`config.mk`:
```
export PLATFORM = sky130hd
export DESIGN_NAME = ppp_div
export DESIGN_NICKNAME = d
export VERILOG_FILES = /design/src/ppp_pkg.sv /design/src/ppp_div.sv
export SDC_FILE = /design/constraint.sdc
export NUM_CORES = 2
export LEC_CHECK = 0
export BUFFER_PORTS_ARGS = -buffer_cell sky130_fd_sc_hd__buf_2
export CELL_PAD_IN_SITES_DETAIL_PLACEMENT = 1
export CELL_PAD_IN_SITES_GLOBAL_PLACEMENT = 1
export CORE_MARGIN = 3
export CORE_UTILIZATION = 46
export DETAILED_ROUTE_END_ITERATION = 16
export HOLD_SLACK_MARGIN = 0.02
export PLACE_DENSITY = 0.71
export SETUP_SLACK_MARGIN = 0.2
export SLEW_MARGIN = 30
export SYNTH_ARGS = -nofsm -noshare
export SYNTH_HDL_FRONTEND = slang
export SYNTH_MEMORY_MAX_BITS = 65536
export SYNTH_SLANG_ARGS = --single-unit
```
`constraint.sdc`:
```
create_clock -name clk -period 4.75 [get_ports clk]
set_input_delay 0.95 -clock clk [delete_from_list [all_inputs] [get_ports clk]]
set_output_delay 0.95 -clock clk [all_outputs]
set_load 0.01 [all_outputs]
```
`src/ppp_pkg.sv`:
```
// Shared constants and types for the perspective point projection block.
`timescale 1ns / 1ps

package ppp_pkg;

	localparam int ANGLE_BITS      = 16;
	localparam int COORD_FRAC_BITS = 8;

	localparam int COORD_W  = 32;
	localparam int DIFF_W   = COORD_W + 1;
	localparam int AXIS_W   = 32;
	localparam int TERM_W   = 34;
	localparam int SUM_W    = 35;
	localparam int MAG_W    = 34;
	localparam int QUO_W    = 32;
	localparam int RATIO_W  = QUO_W + 1;
	localparam int RATIO_SHIFT = 16;
	localparam int FOCAL_W  = 32;
	localparam int PIX_W    = 16;
	localparam int DIM_W    = 14;
	localparam int CFG_W    = 32;

	localparam int DOT_STAGES = 4;
	localparam int DIV_STAGES = QUO_W + 1;
	localparam int PIX_STAGES = 5;
	localparam int PIPE_LAT   = DOT_STAGES + DIV_STAGES + PIX_STAGES;

	localparam int IN_W  = 3 * COORD_W;
	localparam int OUT_W = ((2 * PIX_W + 1 + 7) / 8) * 8;

	localparam logic [2:0] REG_PITCH  = 3'd0;
	localparam logic [2:0] REG_YAW    = 3'd1;
	localparam logic [2:0] REG_VIEW   = 3'd2;
	localparam logic [2:0] REG_CAM_X  = 3'd3;
	localparam logic [2:0] REG_CAM_Y  = 3'd4;
	localparam logic [2:0] REG_CAM_Z  = 3'd5;
	localparam logic [2:0] REG_WIDTH  = 3'd6;
	localparam logic [2:0] REG_HEIGHT = 3'd7;

	typedef struct packed {
		logic signed [AXIS_W-1:0] fwd_x;
		logic signed [AXIS_W-1:0] fwd_y;
		logic signed [AXIS_W-1:0] fwd_z;
		logic signed [AXIS_W-1:0] right_x;
		logic signed [AXIS_W-1:0] right_y;
		logic signed [AXIS_W-1:0] up_x;
		logic signed [AXIS_W-1:0] up_y;
		logic signed [AXIS_W-1:0] up_z;
		logic [FOCAL_W-1:0]       focal;
	} cam_t;

endpackage

```
`src/ppp_div.sv`:
```
// Pipelined restoring divider, one quotient bit per stage, with overflow flag.
`timescale 1ns / 1ps

module ppp_div (
	input  logic                        clk,
	input  logic                        en,
	input  logic [ppp_pkg::MAG_W-1:0]   mag,
	input  logic [ppp_pkg::MAG_W-1:0]   den,
	input  logic                        neg,
	output logic [ppp_pkg::QUO_W-1:0]   quo,
	output logic                        sat,
	output logic                        neg_o
);
	import ppp_pkg::*;

	logic [MAG_W-1:0] rem_s [0:QUO_W];
	logic [QUO_W-1:0] nlo_s [0:QUO_W];
	logic [QUO_W-1:0] quo_s [0:QUO_W];
	logic [MAG_W-1:0] den_s [0:QUO_W];
	logic [QUO_W:0]   sat_s;
	logic [QUO_W:0]   neg_s;

	always_ff @(posedge clk) begin
		if (en) begin
			rem_s[0] <= MAG_W'(mag >> RATIO_SHIFT);
			nlo_s[0] <= {mag[RATIO_SHIFT-1:0], {(QUO_W-RATIO_SHIFT){1'b0}}};
			quo_s[0] <= '0;
			den_s[0] <= den;
			sat_s[0] <= MAG_W'(mag >> RATIO_SHIFT) >= den;
			neg_s[0] <= neg;
		end
	end

	for (genvar k = 1; k <= QUO_W; k++) begin : g_stage
		logic [MAG_W:0] rr, diff;
		logic           ge;
		assign rr   = {rem_s[k-1], nlo_s[k-1][QUO_W-1]};
		assign diff = rr - {1'b0, den_s[k-1]};
		assign ge   = rr >= {1'b0, den_s[k-1]};
		always_ff @(posedge clk) begin
			if (en) begin
				rem_s[k] <= ge ? diff[MAG_W-1:0] : rr[MAG_W-1:0];
				nlo_s[k] <= {nlo_s[k-1][QUO_W-2:0], 1'b0};
				quo_s[k] <= {quo_s[k-1][QUO_W-2:0], ge};
				den_s[k] <= den_s[k-1];
				sat_s[k] <= sat_s[k-1];
				neg_s[k] <= neg_s[k-1];
			end
		end
	end

	assign quo   = quo_s[QUO_W];
	assign sat   = sat_s[QUO_W];
	assign neg_o = neg_s[QUO_W];

endmodule

```
# Word-level counts from Yosys, hierarchy flattened
# Memories as Yosys holds them, arrays and structs flattened.
# Cells that the tools add are included.
[word_totals]
reg_bits = 66
ram_bits = 4323
in_bits = 71
out_inout_bits = 34
elab_cells = 169
mem_count = 4
[mem_list]
columns = ["memory", "depth", "word_bits", "rd", "rd_ports_with_merged_regs", "wr", "line_no", "rtl"]
rows = [
  ["den_s", 33, 34, 32, 0, 33, "ppp_div.sv:19", "logic [MAG_W-1:0] den_s [0:QUO_W];"],
  ["rem_s", 33, 34, 32, 0, 33, "ppp_div.sv:16", "logic [MAG_W-1:0] rem_s [0:QUO_W];"],
  ["quo_s", 33, 32, 33, 0, 33, "ppp_div.sv:18", "logic [QUO_W-1:0] quo_s [0:QUO_W];"],
  ["nlo_s", 33, 31, 32, 0, 33, "ppp_div.sv:17", "logic [QUO_W-1:0] nlo_s [0:QUO_W];"],
]
[op_classes]
n_addsub = 32
magnitude_cmp = 33
n_mux = 34
[op_table]
columns = ["operator", "n"]
rows = [
  ["$ge A35 B34 Y1", 32],
  ["$mux W34", 32],
  ["$sub A34 B34 Y34", 32],
  ["$ge A18 B34 Y1", 1],
  ["$mux W1", 2],
]

# Longest topological paths before layout
# An unclocked memory read counts as a cell.
[depth]
depth_word = 3
ltp_mapped = 15
mapped_depth_nobuf = 14

# Least setup slack after synthesis
# Ideal clock, no wire load.
[synth_timing]
kind = "reg2reg"
start = "mem nlo_s[0][371] (netlist name)"
end = "mem rem_s[12][30] (netlist: rem_s[0][438]) (data pin)"
setup_ns = 0.260
arrival_time_ns = 3.303
required_time_ns = 4.490
path_slack_ns = 1.188
stages_incl_launch_ff = 15
path_buffers = 0
period_less_slack_ns = 3.562
path_cell_list = "edfxtp_1 inv_1 ha_1 inv_1 fa_1 a21o_1 a21o_1 a21oi_2 o2111ai_1 o41ai_1 o21ai_1 a221o_1 o31ai_1 xnor2_1 mux2_2"
[synth_rtl]
columns = ["element", "line_no"]
rows = [
  ["start, declared", "ppp_div.sv:17"],
  ["end, declared", "ppp_div.sv:16"],
]

==> flow_metrics.tcl <==
set metrics [dict create \
    finalNetCount 14700 \
    wl_per_cell_microns 22.8 \
    grt_usage_pct 23.6 \
    grt.overflow.total 0 \
    finalWeightedCongestion 0.919 \
    grt_max_degree 159 \
    critical_path_required_ns 5.39 \
    syn_inst 13200 \
    avgViaCountPerCell 5.68 \
    worstHoldPathCells 1 \
    wire_length_of_the_first_global_routing_pass_microns 643000 \
    hold_path.class "input pin to register" \
    slowest_stage "o41ai_1" \
    dr.first_iter.drc_count 7003 \
    vdd_ir_drop_max_v 0.000476 \
    hold_viol 0 \
    boundaryPins 105 \
    critical_path.endpoint_type "register" \
    via_count_of_the_first_global_routing_pass 109000 \
    postLayoutSetupSlackWorst_ns 0.455 \
    ys_seq_elements 2890 \
    crit_type "register to register" \
    synth_edf_count 2890 \
    critical_path_buf_inv_count 1 \
    rr_worst_depth 13 \
    cellPowerDensity_nw_per_um2 705 \
    clock_path_buffers 4 \
    core_area_sq_um 337000 \
    hold-path-endpoint "nlo_s[0][27]" \
    synthesis.area_per_instance_sq_um 11.8 \
    final.setup.tns_ns 0 \
    initial_core_util_pct 46.3 \
    crit_path_cell_trace "ha_1, inv_1, fa_1, a21o_1, a21o_1, a21oi_1, o2111ai_1, o41ai_1, o21ai_0, a21boi_0, o21ai_0, xor2_1, mux2_2" \
    crit_path_max_incr_delay_ns 0.58 \
    synthesis.yosys.warnings 0 \
    min_period_over_period_pct 90.4 \
    crit_fanout 4 \
    rsz0062_at_grt "no" \
    yosys-top-cells-area "edfxtp_1 56%, ha_1 8.7%, mux2_2 3.6%" \
    slew_violations 0 \
    routed-via-count 104000 \
    cts.htree.levels 5 \
    clk_transition_reported_paths_ns 0.06 \
    place.detailed.hpwl_microns 315000 \
    cts_tree "done" \
    synth.yosys.seq_area_share_pct 55.7 \
    fin_worst_skew_ns 0.0459 \
    synth_flop_cell "edfxtp_1" \
    buffer_ports.inserted 104 \
    status "completed" \
    post-synth-top-area-cell "edfxtp_1" \
    drv_cap 0 \
    start_kind "register" \
    layout-area-overhead-vs-synth_pct 11.5 \
    clk_root_buffer_cell "clkbuf_16" \
    place_worst_setup_slack_ns 0.435 \
    drive_above_1_share_pct 10.3 \
    holdCritStartpoint "mag[12]" \
    cp-startpoint "den_s[0][306]" \
    worst_slew_margin_rel_pct 33.5 \
    post_detailed_route_drc_marker_count 0 \
    syn_area_sq_um 156000 \
    initial_antenna_violation_count 11 \
    r2r_start "den_s[0][306]" \
    tightestPinTransition_ns 0.991 \
    total_leakage_power_nw 70.3 \
    setup_viol 0 \
    die-width_microns 588 \
    period_minus_slack_ns 4.30 \
    reg2reg_to "rem_s[0][372]" \
    async_reset_ff_share_pct 0 \
    synth.distinct_cells 101 \
    clkSinkCount 2890 \
    detail-route-antenna-nets 0 \
    die_h_microns 588 \
    detailed_route_wl_microns 417000 \
    num_rows 213 \
    numCtsBuffers 327 \
    synth.top_cell.area_share_pct 55.7 \
    fmax_ghz 0.233 \
    area_of_the_die_sq_um 346000 \
    mappedNetlistNets 14400 \
    detailedRoute.firstPassIterationCount 5 \
    worstSkewPairLatency_ns 0.92 \
    path_delay_family "compound AO/OA/AOI/OAI gates" \
    worst-endpoint-arrival_ns 4.93 \
    reg2reg_setup_slack_ns 0.45 \
]
[final cells by class]
type	count	area, sq um
Antenna cell	4	10.0
Clock buffer	397	8680
Clock inverter	194	2390
Fill cell	34800	163000
Inverter	1371	5150
Multi-Input combinational cell	8648	63000
Sequential cell	2890	86800
Tap cell	4515	5650
Timing Repair Buffer	266	2280
[where the power goes]
part	switching, mW	total [mW]	internal [mW]
Combinational	30.6	54.4	23.8
Sequential	4.82	42.0	37.1
Clock	10.6	26.2	15.6
Total	46.0	123	76.5
[metrics by stage]
stage / instances / power [mW] / area [sq um] / hold slack (ns) / utilization (%)
finish: 18300 / 123 / 174000 / 0.211 / 51.6
global placement: 17700 / 94.3 / 163000 / 0.400 / 48.3
global route: 18300 / 131 / 174000 / 0.145 / 51.6
CTS: 18300 / 123 / 174000 / 0.112 / 51.6
detailed placement: 17700 / 96.3 / 163000 / 0.405 / 48.3
floorplan: 13200 / 79.7 / 156000 / 0.400 / -
[state kept, by name (all words and copies together), names as in the netlist]
name,count
den_s,1088
neg_o,1
neg_s,32
nlo_s,136
quo_s,528
rem_s,1072
sat,1
sat_s,32
[metal layers]
layer | GRT usage [%] | routed length [microns] | vias to the layer above
li1 | - | - | 49300
met1 | 30.1 | 178000 | 52000
met2 | 42.2 | 211000 | 1747
met3 | 2.18 | 13800 | 700
met4 | 7.43 | 14200 | 4
met5 | 0 | 23 | -
[worst max-delay path by stage]
| stage | cells after the start | end |
|---|---|---|
| after floorplan | 14 | rem_s[0][438] |
| after global placement | 12 | rem_s[0][777] |
| after detailed placement | 12 | rem_s[0][682] |
| after CTS | 12 | rem_s[0][688] |
| after global routing | 12 | rem_s[0][1008] |
| final | 13 | rem_s[0][372] |
[timing repair]
action	in CTS	in global routing
endpoints found under the setup margin	0	66
setup buffers	0	0
resized for setup	0	4
hold buffers	0	0
[placed cells by master (no fill, tap or decap), types with 50 or more instances in the layout]
cell | netlist | final
buf_2 | 60 | 103
clkbuf_16 | 0 | 338
inv_1 | 1367 | 1367
nand2b_1 | 116 | 116
nand4_1 | 174 | 174
o21a_1 | 146 | 146
a21oi_1 | 1073 | 1073
clkinv_2 | 0 | 53
nand3_1 | 224 | 224
o21ai_0 | 665 | 665
and3_1 | 99 | 99
mux2_2 | 497 | 497
xor2_1 | 311 | 311
xnor2_1 | 564 | 564
nor2b_1 | 111 | 111
buf_4 | 4 | 120
nor3_1 | 168 | 168
o31ai_1 | 58 | 58
a31oi_1 | 106 | 102
edfxtp_1 | 2890 | 2890
o211ai_1 | 50 | 50
nand2_1 | 759 | 759
a21o_1 | 558 | 558
or3_1 | 63 | 63
nor2_1 | 764 | 763
and2_1 | 64 | 64
o21bai_1 | 131 | 130
clkbuf_1 | 205 | 59
a211oi_1 | 112 | 112
ha_1 | 1090 | 1090
[logic make-up after synthesis]
kind of cell | count (synthesis) | share of synthesized area (%)
multiplexers | 563 | 4.14
AND/OR/NAND/NOR | 2726 | 8.34
XOR/XNOR | 875 | 4.91
flip-flops | 2890 | 55.7
AO/OA/AOI/OAI | 3363 | 13.7
buffers and inverters | 1658 | 4.08
adder cells (fa/ha/maj) | 1121 | 9.14
[synth_stat cells (46+ instances only)]
cell type / instances
a21oi_1: 1073
a211oi_1: 112
nor3_1: 168
xnor2_1: 564
nand3_1: 224
o31ai_1: 58
xor2_1: 311
o211ai_1: 50
or3_1: 63
o21a_1: 146
ha_1: 1090
nor2b_1: 111
clkbuf_1: 205
nand2b_1: 116
and2_1: 64
a21o_1: 558
o21bai_1: 131
and3_1: 99
inv_1: 1367
nand4_1: 174
nor4_1: 46
mux2_2: 497
edfxtp_1: 2890
buf_2: 60
nor2_1: 764
a31oi_1: 106
o21ai_0: 665
nand2_1: 759
(Power assumes the default switching activity.)
