File: config.mk
export PLATFORM = sky130hd
export DESIGN_NAME = ppp_setup
export DESIGN_NICKNAME = d
export VERILOG_FILES = /design/src/ppp_pkg.sv /design/src/ppp_setup.sv
export SDC_FILE = /design/constraint.sdc
export NUM_CORES = 2
export LEC_CHECK = 0
export BUFFER_PORTS_ARGS = -buffer_cell sky130_fd_sc_hd__buf_2
export CAP_MARGIN = 20
export CORE_MARGIN = 1.5
export CORE_UTILIZATION = 50
export CTS_CLUSTER_SIZE = 28
export DETAILED_ROUTE_END_ITERATION = 10
export GPL_TIMING_DRIVEN = 1
export MAX_ROUTING_LAYER = met4
export PLACE_DENSITY = 0.67
export SYNTH_ARGS = -nofsm -noshare
export SYNTH_HDL_FRONTEND = slang
export SYNTH_SLANG_ARGS = --single-unit
export TNS_END_PERCENT = 30
File: constraint.sdc
create_clock -name clk -period 13.1 [get_ports clk]
set_clock_uncertainty 0.15 [all_clocks]
set_input_delay 1.965 -clock clk [delete_from_list [all_inputs] [get_ports clk]]
set_output_delay 1.965 -clock clk [all_outputs]
set_load 0.005 [all_outputs]
File: src/ppp_pkg.sv
// Shared constants and types for the perspective point projection block.
`timescale 1ns / 1ps

package ppp_pkg;

	localparam int ANGLE_BITS      = 16;
	localparam int COORD_FRAC_BITS = 8;

	localparam int COORD_W  = 32;
	localparam int DIFF_W   = COORD_W + 1;
	localparam int AXIS_W   = 32;
	localparam int TERM_W   = 34;
	localparam int SUM_W    = 35;
	localparam int MAG_W    = 34;
	localparam int QUO_W    = 32;
	localparam int RATIO_W  = QUO_W + 1;
	localparam int RATIO_SHIFT = 16;
	localparam int FOCAL_W  = 32;
	localparam int PIX_W    = 16;
	localparam int DIM_W    = 14;
	localparam int CFG_W    = 32;

	localparam int DOT_STAGES = 4;
	localparam int DIV_STAGES = QUO_W + 1;
	localparam int PIX_STAGES = 5;
	localparam int PIPE_LAT   = DOT_STAGES + DIV_STAGES + PIX_STAGES;

	localparam int IN_W  = 3 * COORD_W;
	localparam int OUT_W = ((2 * PIX_W + 1 + 7) / 8) * 8;

	localparam logic [2:0] REG_PITCH  = 3'd0;
	localparam logic [2:0] REG_YAW    = 3'd1;
	localparam logic [2:0] REG_VIEW   = 3'd2;
	localparam logic [2:0] REG_CAM_X  = 3'd3;
	localparam logic [2:0] REG_CAM_Y  = 3'd4;
	localparam logic [2:0] REG_CAM_Z  = 3'd5;
	localparam logic [2:0] REG_WIDTH  = 3'd6;
	localparam logic [2:0] REG_HEIGHT = 3'd7;

	typedef struct packed {
		logic signed [AXIS_W-1:0] fwd_x;
		logic signed [AXIS_W-1:0] fwd_y;
		logic signed [AXIS_W-1:0] fwd_z;
		logic signed [AXIS_W-1:0] right_x;
		logic signed [AXIS_W-1:0] right_y;
		logic signed [AXIS_W-1:0] up_x;
		logic signed [AXIS_W-1:0] up_y;
		logic signed [AXIS_W-1:0] up_z;
		logic [FOCAL_W-1:0]       focal;
	} cam_t;

endpackage

File: src/ppp_setup.sv
// Camera setup sequencer: sines, cosines, view basis and focal length on one shared multiplier.
`timescale 1ns / 1ps

module ppp_setup (
	input  logic                       clk,
	input  logic                       arst_n,
	input  logic                       restart,
	input  logic [15:0]                pitch,
	input  logic [15:0]                yaw,
	input  logic [14:0]                view_angle,
	input  logic [ppp_pkg::DIM_W-1:0]  width,
	output logic                       done,
	output ppp_pkg::cam_t              cam
);
	import ppp_pkg::*;

	localparam logic [2:0] ST_SINE  = 3'd0;
	localparam logic [2:0] ST_BASIS = 3'd1;
	localparam logic [2:0] ST_FOCAL = 3'd2;
	localparam logic [2:0] ST_DIV   = 3'd3;
	localparam logic [2:0] ST_FIN   = 3'd4;
	localparam logic [2:0] ST_DONE  = 3'd5;

	localparam logic [2:0] SS_PREP  = 3'd0;
	localparam logic [2:0] SS_SQ    = 3'd1;
	localparam logic [2:0] SS_C     = 3'd2;
	localparam logic [2:0] SS_B     = 3'd3;
	localparam logic [2:0] SS_A     = 3'd4;
	localparam logic [2:0] SS_STORE = 3'd5;

	localparam logic [2:0] BS_FX = 3'd0;
	localparam logic [2:0] BS_FY = 3'd1;
	localparam logic [2:0] BS_UX = 3'd2;
	localparam logic [2:0] BS_UY = 3'd3;

	localparam logic [2:0] FS_MUL = 3'd0;
	localparam logic [2:0] FS_CHK = 3'd1;

	localparam logic [2:0] SC_SP = 3'd0;
	localparam logic [2:0] SC_CP = 3'd1;
	localparam logic [2:0] SC_SY = 3'd2;
	localparam logic [2:0] SC_CY = 3'd3;
	localparam logic [2:0] SC_SH = 3'd4;
	localparam logic [2:0] SC_CH = 3'd5;

	localparam logic [1:0] ANG_PITCH = 2'd0;
	localparam logic [1:0] ANG_YAW   = 2'd1;
	localparam logic [1:0] ANG_HALF  = 2'd2;

	localparam int QW = ANGLE_BITS - 2;
	localparam logic [ANGLE_BITS-1:0] QUARTER = {2'b01, {QW{1'b0}}};
	localparam logic [30:0] ONE_Q30 = 31'h4000_0000;
	localparam logic [30:0] SIN_A = 31'd1686629713;
	localparam logic [30:0] SIN_B = 31'd688904866;
	localparam logic [30:0] SIN_C = 31'd76016977;
	localparam logic [QUO_W:0] FOCAL_LIM = {1'b1, {QUO_W{1'b0}}} >> 1;

	function automatic logic [ANGLE_BITS-1:0] to_phase(input logic [15:0] a);
		logic [ANGLE_BITS+15:0] t;
		t = {a, {ANGLE_BITS{1'b0}}};
		return t[ANGLE_BITS+15:16];
	endfunction

	function automatic logic [ANGLE_BITS-1:0] half_phase(input logic [14:0] v);
		logic [ANGLE_BITS+14:0] t;
		t = {v, {ANGLE_BITS{1'b0}}};
		return ANGLE_BITS'(t >> 17);
	endfunction

	logic [2:0]  state_q, sub_q, idx_q;
	logic [30:0] x_q, x2_q;
	logic [31:0] t_q;
	logic [1:0]  quad_q;
	logic signed [AXIS_W-1:0] sc_q [0:5];
	logic [51:0] numer_q;
	logic [31:0] den_q, rem_q, quo_q;
	logic        sat_q;
	logic [4:0]  cnt_q;
	cam_t        cam_q;

	logic [ANGLE_BITS-1:0] base, ph;
	logic [1:0]            quad;
	logic [29:0]           frac;
	logic [30:0]           x_new;
	logic signed [32:0]    mul_a, mul_b;
	logic signed [65:0]    prod;
	logic [30:0]           mag31;
	logic signed [31:0]    sval, shs, chc;
	logic [31:0]           nlow;
	logic [32:0]           rr, rdiff;
	logic                  ge;
	logic [QUO_W:0]        qfull;

	always_comb begin
		case (idx_q[2:1])
			ANG_PITCH: base = to_phase(pitch);
			ANG_YAW:   base = to_phase(yaw);
			ANG_HALF:  base = half_phase(view_angle);
			default:   base = '0;
		endcase
		ph    = base + (idx_q[0] ? QUARTER : '0);
		quad  = ph[ANGLE_BITS-1:ANGLE_BITS-2];
		frac  = {ph[QW-1:0], {(30-QW){1'b0}}};
		x_new = quad[0] ? ONE_Q30 - {1'b0, frac} : {1'b0, frac};
		mag31 = (t_q > {1'b0, ONE_Q30}) ? ONE_Q30 : t_q[30:0];
		sval  = signed'({1'b0, mag31});
		shs   = (sc_q[SC_SH] < 32'sd1) ? 32'sd1 : sc_q[SC_SH];
		chc   = sc_q[SC_CH][31] ? 32'sd0 : sc_q[SC_CH];
		nlow  = numer_q[31:0];
		rr    = {rem_q, nlow[cnt_q]};
		ge    = rr >= {1'b0, den_q};
		rdiff = rr - {1'b0, den_q};
		qfull = {1'b0, quo_q};
	end

	always_comb begin
		mul_a = '0;
		mul_b = '0;
		unique case (state_q)
			ST_SINE: begin
				case (sub_q)
					SS_SQ: begin
						mul_a = 33'(x_q);
						mul_b = 33'(x_q);
					end
					SS_C: begin
						mul_a = 33'(SIN_C);
						mul_b = 33'(x2_q);
					end
					SS_B: begin
						mul_a = 33'(SIN_B) - 33'(t_q);
						mul_b = 33'(x2_q);
					end
					SS_A: begin
						mul_a = 33'(SIN_A) - 33'(t_q);
						mul_b = 33'(x_q);
					end
					default: ;
				endcase
			end
			ST_BASIS: begin
				case (sub_q)
					BS_FX: begin
						mul_a = 33'(sc_q[SC_CP]);
						mul_b = 33'(sc_q[SC_CY]);
					end
					BS_FY: begin
						mul_a = 33'(sc_q[SC_CP]);
						mul_b = 33'(sc_q[SC_SY]);
					end
					BS_UX: begin
						mul_a = 33'(sc_q[SC_SP]);
						mul_b = 33'(sc_q[SC_CY]);
					end
					BS_UY: begin
						mul_a = 33'(sc_q[SC_SP]);
						mul_b = 33'(sc_q[SC_SY]);
					end
					default: ;
				endcase
			end
			ST_FOCAL: begin
				mul_a = 33'(width);
				mul_b = 33'(chc);
			end
			ST_DIV, ST_FIN, ST_DONE: ;
			default: ;
		endcase
		prod = mul_a * mul_b;
	end

	always_ff @(posedge clk or negedge arst_n) begin
		if (!arst_n) begin
			state_q <= ST_SINE;
			sub_q   <= SS_PREP;
			idx_q   <= SC_SP;
			cnt_q   <= '0;
		end else if (restart) begin
			state_q <= ST_SINE;
			sub_q   <= SS_PREP;
			idx_q   <= SC_SP;
		end else begin
			unique case (state_q)
				ST_SINE: begin
					if (sub_q == SS_STORE) begin
						if (idx_q == SC_CH) begin
							state_q <= ST_BASIS;
							sub_q   <= BS_FX;
						end else begin
							sub_q <= SS_PREP;
							idx_q <= idx_q + 3'd1;
						end
					end else begin
						sub_q <= sub_q + 3'd1;
					end
				end
				ST_BASIS: begin
					if (sub_q == BS_UY) begin
						state_q <= ST_FOCAL;
						sub_q   <= FS_MUL;
					end else begin
						sub_q <= sub_q + 3'd1;
					end
				end
				ST_FOCAL: begin
					if (sub_q == FS_CHK) begin
						state_q <= ST_DIV;
						cnt_q   <= 5'd31;
					end else begin
						sub_q <= FS_CHK;
					end
				end
				ST_DIV: begin
					cnt_q <= cnt_q - 5'd1;
					if (cnt_q == '0)
						state_q <= ST_FIN;
				end
				ST_FIN: state_q <= ST_DONE;
				ST_DONE: ;
				default: state_q <= ST_SINE;
			endcase
		end
	end

	always_ff @(posedge clk) begin
		unique case (state_q)
			ST_SINE: begin
				case (sub_q)
					SS_PREP: begin
						x_q    <= x_new;
						quad_q <= quad;
					end
					SS_SQ:    x2_q <= prod[60:30];
					SS_C, SS_B, SS_A: t_q <= prod[61:30];
					SS_STORE: sc_q[idx_q] <= quad_q[1] ? -sval : sval;
					default: ;
				endcase
			end
			ST_BASIS: begin
				case (sub_q)
					BS_FX: cam_q.fwd_x <= prod[61:30];
					BS_FY: cam_q.fwd_y <= prod[61:30];
					BS_UX: cam_q.up_x  <= -prod[61:30];
					BS_UY: begin
						cam_q.up_y    <= -prod[61:30];
						cam_q.fwd_z   <= sc_q[SC_SP];
						cam_q.right_x <= -sc_q[SC_SY];
						cam_q.right_y <= sc_q[SC_CY];
						cam_q.up_z    <= sc_q[SC_CP];
					end
					default: ;
				endcase
			end
			ST_FOCAL: begin
				if (sub_q == FS_MUL) begin
					numer_q <= {prod[43:0], 8'd0};
					den_q   <= {shs[30:0], 1'b0};
				end else begin
					sat_q <= {12'd0, numer_q[51:32]} >= den_q;
					rem_q <= {12'd0, numer_q[51:32]};
					quo_q <= '0;
				end
			end
			ST_DIV: begin
				rem_q <= ge ? rdiff[31:0] : rr[31:0];
				quo_q <= {quo_q[30:0], ge};
			end
			ST_FIN: cam_q.focal <= (sat_q || qfull > FOCAL_LIM) ? FOCAL_LIM[QUO_W-1:0] : quo_q;
			ST_DONE: ;
			default: ;
		endcase
	end

	assign done = (state_q == ST_DONE) && !restart;
	assign cam  = cam_q;

endmodule

==> results.yml, run 1 <==
outcome:
  status: "stopped before the end"
  lastStage: "detailed routing"
  firstError: "[ERROR DRT-0255] Maze Route cannot find path of net clk in worker of routeBox ( 338100 0 ) ( 374150 48300 )."
yosys:
  yosysWarningCount: 0
  yosys.area.top_type_share: 0.320
  synthArstFlopShare: 0.0196
  synth-seq-area-share: 0.310
  synth_fp_nets: 8053
  synth_edf_count: 699
  synthTopCellsByArea: "fa_1 32%, edfxtp_1 30%, inv_1 6.8%"
  synthFlopType: "edfxtp_1"
  syn_area_per_cell_sq_um: 10.4
  ys_ff_latch: 713
  netlist_instances: 6612
  synth_top_area_cell: "fa_1"
  syn_area_sq_um: 68900
  synth_cell_type_count: 93
timing:
  grt-worst-endpoint: "cam[90]$_DFFE_PP_/D"
  worst-ep-kind: "sequential cell input"
floorplan:
  initial_core_util: 0.502
  die_w_um: 374
  die_y_um: 374
  core.rowCount: 136
  pin_count: 353
grt:
  grt_usage: 0.344
  grt_max_degree: 86
  first_global_vias: 52189
  gr-total-overflow: 0
  grt_pass1_wl_um: 342000
  antenna_found_initial: 8
placed_design:
  portBuffers: 351
  gp_congestion: 1.04
  hpwl_um: 187000
clock_tree:
  cts_hold_buf: 0
  clockRootBuffer: "clkbuf_16"
  cts.path.max_buffers: 3
  cts_buffers: 74
  htree_levels: 3
  cts.sinks: 713
[metrics by stage]
stage                     cell area [sq um]  instances  hold slack [ps]  setup slack [ps]
after CTS                             76500       8834              282               353
after detailed placement              74000       8704              286               437
after floorplan                       68900       6612              270              1100
after global routing                  76600       8844              293              83.6
after global placement                74000       8700              282               426
[synth_stat cells (18+ instances only)]
cell type and number:
nor4_1 44, nor2b_1 18, o21ai_0 157, nor2_1 671, o21ai_1 30, ha_1 276
xnor2_1 149, inv_1 1252, nor3_1 65, a21o_1 41, a31oi_1 22, mux2i_1 42
and2_1 162, or3_1 31, nand4_1 31, buf_1 18, a22oi_1 80, nand3_1 39
nand2_1 753, o21a_1 60, xor2_1 80, nand2b_1 27, or2_2 18, edfxtp_1 699
clkbuf_1 289, fa_1 1101, a21oi_1 131
[repair_timing]
item,CTS,global route
resized for setup,0,4
setup buffers,0,2
setup endpoints to repair,0,30
[logic make-up after synthesis]
logic type,synth area share
AND/OR/NAND/NOR,0.123
buffers and inverters,0.0866
adder cells (fa/ha/maj),0.370
AO/OA/AOI/OAI,0.0723
flip-flops,0.310
XOR/XNOR,0.0297
multiplexers,0.00839
[layer usage]
layer and GRT usage:
met1 0.444, met3 0.0704, met4 0.161, met5 -
met2 0.525
==> inputs of run 2 (changes only) <==
- CORE_UTILIZATION: 50 -> 35
- CTS_CLUSTER_SIZE: 28 -> default
- MAX_ROUTING_LAYER: met4 -> default
- PLACE_DENSITY: 0.67 -> default
- PLACE_DENSITY_LB_ADDON: default -> 0.15
==> results.yml, run 2 <==
setup_path:
  slowest_delay_ps: 1000
  crit_required_ps: 13400
  cpMaxStageDelayCell: "a222oi_1"
  critical-path-top-delay-family: "adder cells"
  critPathKind: "flop to flop"
  start_kind: "flop"
  cp_num_buf_inv: 8
  crit_fanout: 14
  end_kind: "flop"
  critPathArrivalTime_ps: 12990
  path_common_cell: "fa_1"
grt:
  grt_pass1_wl_um: 370000
  gr-total-overflow: 0
  grt_usage: 0.258
  first_global_vias: 52187
  grt_max_degree: 77
  antenna_found_initial: 10
clock_tree:
  clk-insertion-delay-late_ps: 700
  htree_levels: 3
  cts_buffers: 79
  cts.path.max_buffers: 3
  cts.sinks: 713
  path_clk_slew_ps: 60
  cts_tree: "done"
  clockRootBuffer: "clkbuf_16"
finish:
  nets: 8471
  final_cell_mix: "1252 x inv_1, 1101 x fa_1, 752 x nand2_1"
  utilization: 0.400
  drive_gt1_frac: 0.126
  nFillCells: 19264
  layout.cells.most_common: "inv_1"
  largest_reg_flops: 288
  syn_to_final_growth_pct: 13.4
power_and_ir_drop:
  power.leakage_nw: 34.0
  p_per_area_nw_per_um2: 105
  fin_total_pwr_mw: 8.19
  peakVddDrop_mv: 0.0845
yosys:
  yosysWarningCount: 0
  syn_area_per_cell_sq_um: 10.4
  netlist_instances: 6612
  synth_edf_count: 699
  syn_area_sq_um: 68900
  synth_most_common_cell: "inv_1"
  synth_top_area_cell: "fa_1"
  synthFlopType: "edfxtp_1"
  yosys.area.top_type_share: 0.320
  yosys-top-cells-count: "1252 x inv_1, 1101 x fa_1, 753 x nand2_1"
  ys_ff_latch: 713
  synthTopCellsByArea: "fa_1 32%, edfxtp_1 30%, inv_1 6.8%"
  synth_fp_nets: 8053
  synth_cell_type_count: 93
  synth-seq-area-share: 0.310
  synthArstFlopShare: 0.0196
outcome:
  status: "finished, final reports clean"
timing:
  slew_violations: 0
  fmax_mhz: 78.9
  min_period_ps: 12680
  setup_violations: 0
  relSlewSlack: 0.198
  hold_violations: 0
  rsz0062_at_grt: "false"
  tns_ps: 0
  period_share: 0.968
  hold_ws_ps: 293
  tightest_slew_ps: 1200
floorplan:
  die_y_um: 447
  die_area_sq_um: 199000
  core.rowCount: 162
  initial_core_util: 0.353
  pin_count: 353
  die_w_um: 447
  coreArea_sq_um: 195000
drt:
  finalWirelength_um: 255000
  antenna_left: 0
  wire_per_inst_um: 26.2
  vias_per_cell: 5.22
  drt_iter0_drc: 4689
  num_vias: 50763
  drt_pass1_iterations: 8
  route.detailed.drc: 0
min_path:
  hp-class: "flop to flop"
flow_run:
  drv_cap: 0
placed_design:
  portBuffers: 351
  gp_congestion: 0.975
  hpwl_um: 207000
## run 2: layer usage
layer / routed length, um / up-vias / GRT usage
li1: - / 21881 / -
met1: 106000 / 26603 / 0.343
met2: 121000 / 1928 / 0.425
met3: 16500 / 349 / 0.0328
met4: 11500 / 2 / 0.105
met5: 13 / - / 0
## run 2: power breakdown
group | switching, mW | leakage [nW] | internal, mW
clock network | 0.977 | 1.27 | 1.29
registers | 0.0933 | 6.55 | 2.75
logic | 2.11 | 26.2 | 0.969
## run 2: cell type report
| type | instances | area [sq um] | area share |
|---|---|---|---|
| antenna | 7 | 17.5 | 0.000224 |
| clock buffer | 97 | 2090 | 0.0267 |
| clock inverter | 49 | 541 | 0.00692 |
| inverter | 1253 | 4700 | 0.0602 |
| multi-input combinational | 4321 | 41900 | 0.537 |
| sequential | 713 | 21300 | 0.273 |
| tap | 2624 | 3280 | 0.0420 |
| timing repair buffer | 662 | 4220 | 0.0541 |
## run 2: cell families after synthesis
logic type,after synthesis,synth area share
flops,713,0.310
mux,50,0.00839
fa+ha+maj,1377,0.370
compound gates,737,0.0723
xor+xnor,231,0.0297
buf+inv,1578,0.0866
simple gates,1926,0.123
## run 2: final timing paths
check                                  endpoint  slack [ps]  cells past startpoint             startpoint
setup reg to reg              cam[94]$_DFFE_PP_         420                     33   sub_q[0]$_DFFE_PN0P_
hold / removal               cam[216]$_DFFE_PP_         290                      0  sc_q[0][24]$_DFFE_PP_
setup / recovery              cam[94]$_DFFE_PP_         420                     33   sub_q[0]$_DFFE_PN0P_
max in group asynchronous  cnt_q[2]$_DFFE_PN0P_       11460                      1                 arst_n
hold reg to reg              cam[216]$_DFFE_PP_         290                      0  sc_q[0][24]$_DFFE_PP_
min in group asynchronous  idx_q[1]$_DFFE_PN0P_        1030                      1                 arst_n
## run 2: worst register-to-register path: cells and delay by family, from the launching register on
| kind | cells | cell delay [ps] |
|---|---|---|
| compound gates | 6 | 3390 |
| flops | 1 | 400 |
| xor+xnor | 1 | 160 |
| simple gates | 8 | 2510 |
| fa+ha+maj | 10 | 4880 |
| buf+inv | 8 | 980 |
## run 2: repair_timing
action | 4_1_cts | 5_1_grt
endpoints found under the setup margin | 0 | 30
resized for setup | 0 | 3
buffers inserted | 0 | 0
endpoints found under the hold margin | 0 | 0
hold buffers | 0 | 0
## run 2: metrics by stage
| step | instances | instance area [sq um] | worst slack [ps] |
|---|---|---|---|
| 2_1_floorplan | 6612 | 68900 | 1100 |
| 3_3_place_gp | 9564 | 75300 | 203 |
| 3_5_place_dp | 9569 | 75400 | 254 |
| 4_1_cts | 9715 | 78000 | 213 |
| 5_1_grt | 9719 | 78100 | 84.1 |
| 6_report | 9726 | 78100 | 419 |
Power figures use the tool's default switching activity.
